--- src/rtl/segx_pkg.sv ---
// shared constants and codes for the segment intersection block
`timescale 1ns / 1ps

package segx_pkg;

    localparam int COORD_WIDTH_DEF = 16;
    localparam int STATUS_WIDTH    = 2;

    typedef enum logic [STATUS_WIDTH-1:0] {
        ST_NONE     = 2'd0,
        ST_CROSS    = 2'd1,
        ST_PARALLEL = 2'd2
    } status_t;

endpackage

--- src/rtl/segx_div.sv ---
// pipelined restoring divider, one quotient bit per stage, with overflow flag
`timescale 1ns / 1ps

module segx_div
    import segx_pkg::*;
#(
    parameter int QW = COORD_WIDTH_DEF + 1,
    parameter int NW = 3 * COORD_WIDTH_DEF + 5,
    parameter int DW = 2 * COORD_WIDTH_DEF + 4
) (
    input  logic          aclk,
    input  logic [QW:0]   en,
    input  logic [NW-1:0] n,
    input  logic [DW-1:0] d,
    output logic [QW-1:0] q,
    output logic          ovf
);

    localparam int HW = NW - QW;
    localparam int MW = (HW > DW) ? HW : DW;

    logic [NW-1:0] n_reg   [0:QW-1];
    logic [DW-1:0] d_reg   [0:QW-1];
    logic [DW-1:0] rem_reg [0:QW-1];
    logic [QW-1:0] q_reg   [0:QW];
    logic          ovf_reg [0:QW];

    logic [HW-1:0] hi;
    logic          ovf_next;

    assign hi       = n[NW-1:QW];
    assign ovf_next = MW'(hi) >= MW'(d);

    // quotient too large for the result width
    always_ff @(posedge aclk) begin
        if (en[0]) begin
            n_reg[0]   <= n;
            d_reg[0]   <= d;
            ovf_reg[0] <= ovf_next;
            rem_reg[0] <= ovf_next ? '0 : DW'(hi);
            q_reg[0]   <= '0;
        end
    end

    for (genvar k = 1; k <= QW; k++) begin : g_bit
        logic [DW:0]   t;
        logic          ge;

        assign t  = {rem_reg[k-1], n_reg[k-1][QW-k]};
        assign ge = t >= {1'b0, d_reg[k-1]};

        always_ff @(posedge aclk) begin
            if (en[k]) begin
                ovf_reg[k] <= ovf_reg[k-1];
                q_reg[k]   <= {q_reg[k-1][QW-2:0], ge};
            end
        end

        if (k < QW) begin : g_rem
            logic [DW-1:0] rem_next;

            assign rem_next = ge ? DW'(t - {1'b0, d_reg[k-1]}) : DW'(t);

            always_ff @(posedge aclk) begin
                if (en[k]) begin
                    n_reg[k]   <= n_reg[k-1];
                    d_reg[k]   <= d_reg[k-1];
                    rem_reg[k] <= rem_next;
                end
            end
        end
    end

    assign q   = q_reg[QW];
    assign ovf = ovf_reg[QW];

endmodule

--- config.mk ---
export PLATFORM = sky130hd
export DESIGN_NAME = segx_div
export DESIGN_NICKNAME = d
export VERILOG_FILES = /design/src/rtl/segx_pkg.sv /design/src/rtl/segx_div.sv
export SDC_FILE = /design/constraint.sdc
export NUM_CORES = 2
export LEC_CHECK = 0
export ABC_AREA = 1
export BUFFER_PORTS_ARGS = -buffer_cell sky130_fd_sc_hd__buf_2
export CAP_MARGIN = 20
export CELL_PAD_IN_SITES_DETAIL_PLACEMENT = 1
export CELL_PAD_IN_SITES_GLOBAL_PLACEMENT = 2
export CORE_MARGIN = 5
export CORE_UTILIZATION = 32
export DETAILED_ROUTE_END_ITERATION = 8
export PLACE_DENSITY_LB_ADDON = 0.25
export SLEW_MARGIN = 15
export SYNTH_ARGS = -nofsm -noshare
export SYNTH_HDL_FRONTEND = slang
export SYNTH_SLANG_ARGS = --single-unit
--- constraint.sdc ---
create_clock -name aclk -period 2.4 [get_ports aclk]
set_input_delay 0.12 -clock aclk [delete_from_list [all_inputs] [get_ports aclk]]
set_output_delay 0.12 -clock aclk [all_outputs]
set_load 0.01 [all_outputs]
==> out/qor.yml <==
run_status:
  status: "finished with violations"
  violations: "setup timing"
yosys:
  yosys_most_used_dff: "edfxtp_1"
  syn_nets: 13799
  synth_top_area_cell: "edfxtp_1"
  synth_edf_count: 1548
  syn_area_sq_mm: 0.103
  async_reset_ff_share_pct: 0
  avgSynthCellArea_sq_um: 7.87
  yosysUniqueCellTypes: 42
  yosys-top-cells-area: "edfxtp_1, nand2_1, inv_1"
  synth-seq-cells: 1548
  yosysSeqAreaShare_pct: 45.3
  yosysWarnings: 0
  syn_inst: 13027
  synth_common_cells: "nand2_1, inv_1, edfxtp_1"
  synth.most_common_cell: "nand2_1"
  yosysTopAreaCellShare_pct: 45.3
flow_run:
  drv_cap: 0
floorplan:
  pin_count: 126
  die_w_um: 576
  die_h_um: 576
  num_rows: 207
  start_util_pct: 32.2
  core_sq_mm: 0.319
  dieArea_sq_mm: 0.332
worst_setup_path:
  cp.arrival_ps: 3160
  startpoint_type: "flop"
  worstPathRequired_ps: 3010
  crit_fanout: 3
  reg2regPathDepth: 13
  end_kind: "flop"
  crit_type: "reg -> reg"
timing:
  fin_ws_ps: -145
  post-route-period-util_pct: 106
  setup_violations: 270
  finalCriticalPeriod_ps: 2550
  relSlewSlack_pct: 48.3
  rsz0062_at_grt: "yes"
  finClkSkew_ps: 57.8
  final-max-slew-violation-count: 0
  fmaxAchievable_mhz: 393
  hold_viol: 0
  tightestPinTransition_ps: 775
global_routing:
  grt_max_degree: 72
  grt_pass1_vias: 111640
  grt_pass1_wl_um: 703000
  grt_use_total_pct: 27.9
  antenna_found_initial: 22
  grt_overflow_total: 0
detailed_routing:
  drc: 0
  routed_wirelength_um: 509000
  postRouteAntennaNets: 0
  wl_per_cell_um: 23.3
  drtIter0Drc: 6761
  viasPerCell: 4.95
  vias: 107981
  dr.pass1.iters: 6
clock_tree:
  cts_tree: "built"
  clkSinkCount: 1548
  cts_buffers: 182
  clockBufferDepth: 4
  htreeDepth: 4
  insertion_delay_ps: 900
  cts-root-buf: "clkbuf_16"
  clk_pin_slew_ps: 60
finish:
  postLayoutCoreUtil_pct: 51.9
  drive_gt1_share_pct: 43.4
  area_growth_pct: 61.2
  nets: 18272
placement:
  gp_congestion: 0.962
  portBuffers: 125
  dp_slack_ps: -771
  dpl.hpwl_um: 387000
worst_hold_path:
  hold_depth: 2
  hold_path_class: "in -> reg"
pwr:
  max-vdd-ir-drop_v: 0.000648
  power_density_mw_per_mm2: 1340
  leakage_nw: 78.8
## layout by cell type (no fill, tap or decap), types with 153 or more instances in the layout
cell type	n
nand3_1	887
clkbuf_16	226
nand3b_1	153
xor2_1	268
inv_2	313
ha_4	502
nor2_1	704
buf_4	3888
a21oi_1	295
nor2_2	234
edfxtp_1	1548
nand3_2	304
inv_1	1977
nand2_4	267
nand2_2	859
nand2_1	3360
## final timing paths
| kind | start | to | slack, ps |
|---|---|---|---|
| worst max-delay path | d_reg[0][257] | rem_reg[0][304] | -150 |
| worst min-delay path | d[32] | d_reg[0][32] | 80 |
| worst max register to register | d_reg[0][257] | rem_reg[0][304] | -150 |
| worst min register to register | n_reg[0][533] | n_reg[0][586] | 400 |
## report_power, final
group / internal, mW / leakage (nW) / switching (mW) / total [mW]
Sequential: 39.5 / 15.2 / 7.81 / 47.3
Combinational: 67.3 / 60.8 / 78.2 / 145
Clock: 16.3 / 2.88 / 12.1 / 28.4
## worst max-delay path, stage by stage (launching register included)
cell	delay, ps
edfxtp_1	450
inv_1	170
ha_4	230
buf_4	140
a21oi_2	190
nor2_1	100
nor2_1	170
nand2_1	160
nand2_1	110
nand2_2	120
buf_4	170
xor2_1	130
nand2_1	80
nand2_1	70
## kinds of logic (layout without fill, tap and decap cells)
logic type               Yosys count  count (layout)  synth area share, %
XOR/XNOR                         288             288                 2.46
AO/OA/AOI/OAI                    740             740                 4.06
flip-flops                      1548            1548                 45.3
buffers and inverters           2480            7087                 9.76
other                              0               3                    0
adder cells (fa/ha/maj)          664             664                 8.22
AND/OR/NAND/NOR                 7307            7314                 30.2
## per-stage QoR
step                setup TNS [ps]  power (mW)  area, sq um  std cells  hold WS (ps)
floorplan                        0        93.6       103000      13027           219
global placement           -122660         151       132000      20319           297
detailed placement         -137810         153       132000      20319           299
CTS                         -10750         199       152000      21302          14.3
global route                -41090         233       165000      21822          65.8
finish                      -10080         221       165000      21824          78.5
## per-layer routing
metal | share of wire [%] | track usage, % | routed length [um]
met5 | 0.0065 | 0 | 33
met4 | 4.9 | 10.5 | 25100
met3 | 3.9 | 2.21 | 19800
met2 | 51 | 50.8 | 257000
met1 | 41 | 34.4 | 207000
## cell type report
type | count | area [sq um]
clock buffer | 216 | 4810
sequential | 1548 | 46500
inverter | 2309 | 8720
fill | 37056 | 153000
timing repair buffer | 4448 | 36600
clock inverter | 109 | 1120
antenna | 3 | 7.51
timing repair inverter | 5 | 66.3
tap | 4180 | 5230
multi-input combinational | 9006 | 62300
## repair_timing
item,in CTS,in global routing
pin swaps,317,734
cloned,38,50
setup endpoints to repair,589,586
hold buffers,149,0
hold endpoints to repair,1467,0
gates resized for setup,1460,2232
setup buffers,473,484
Note: power is estimated with default switching activity, not from simulation.
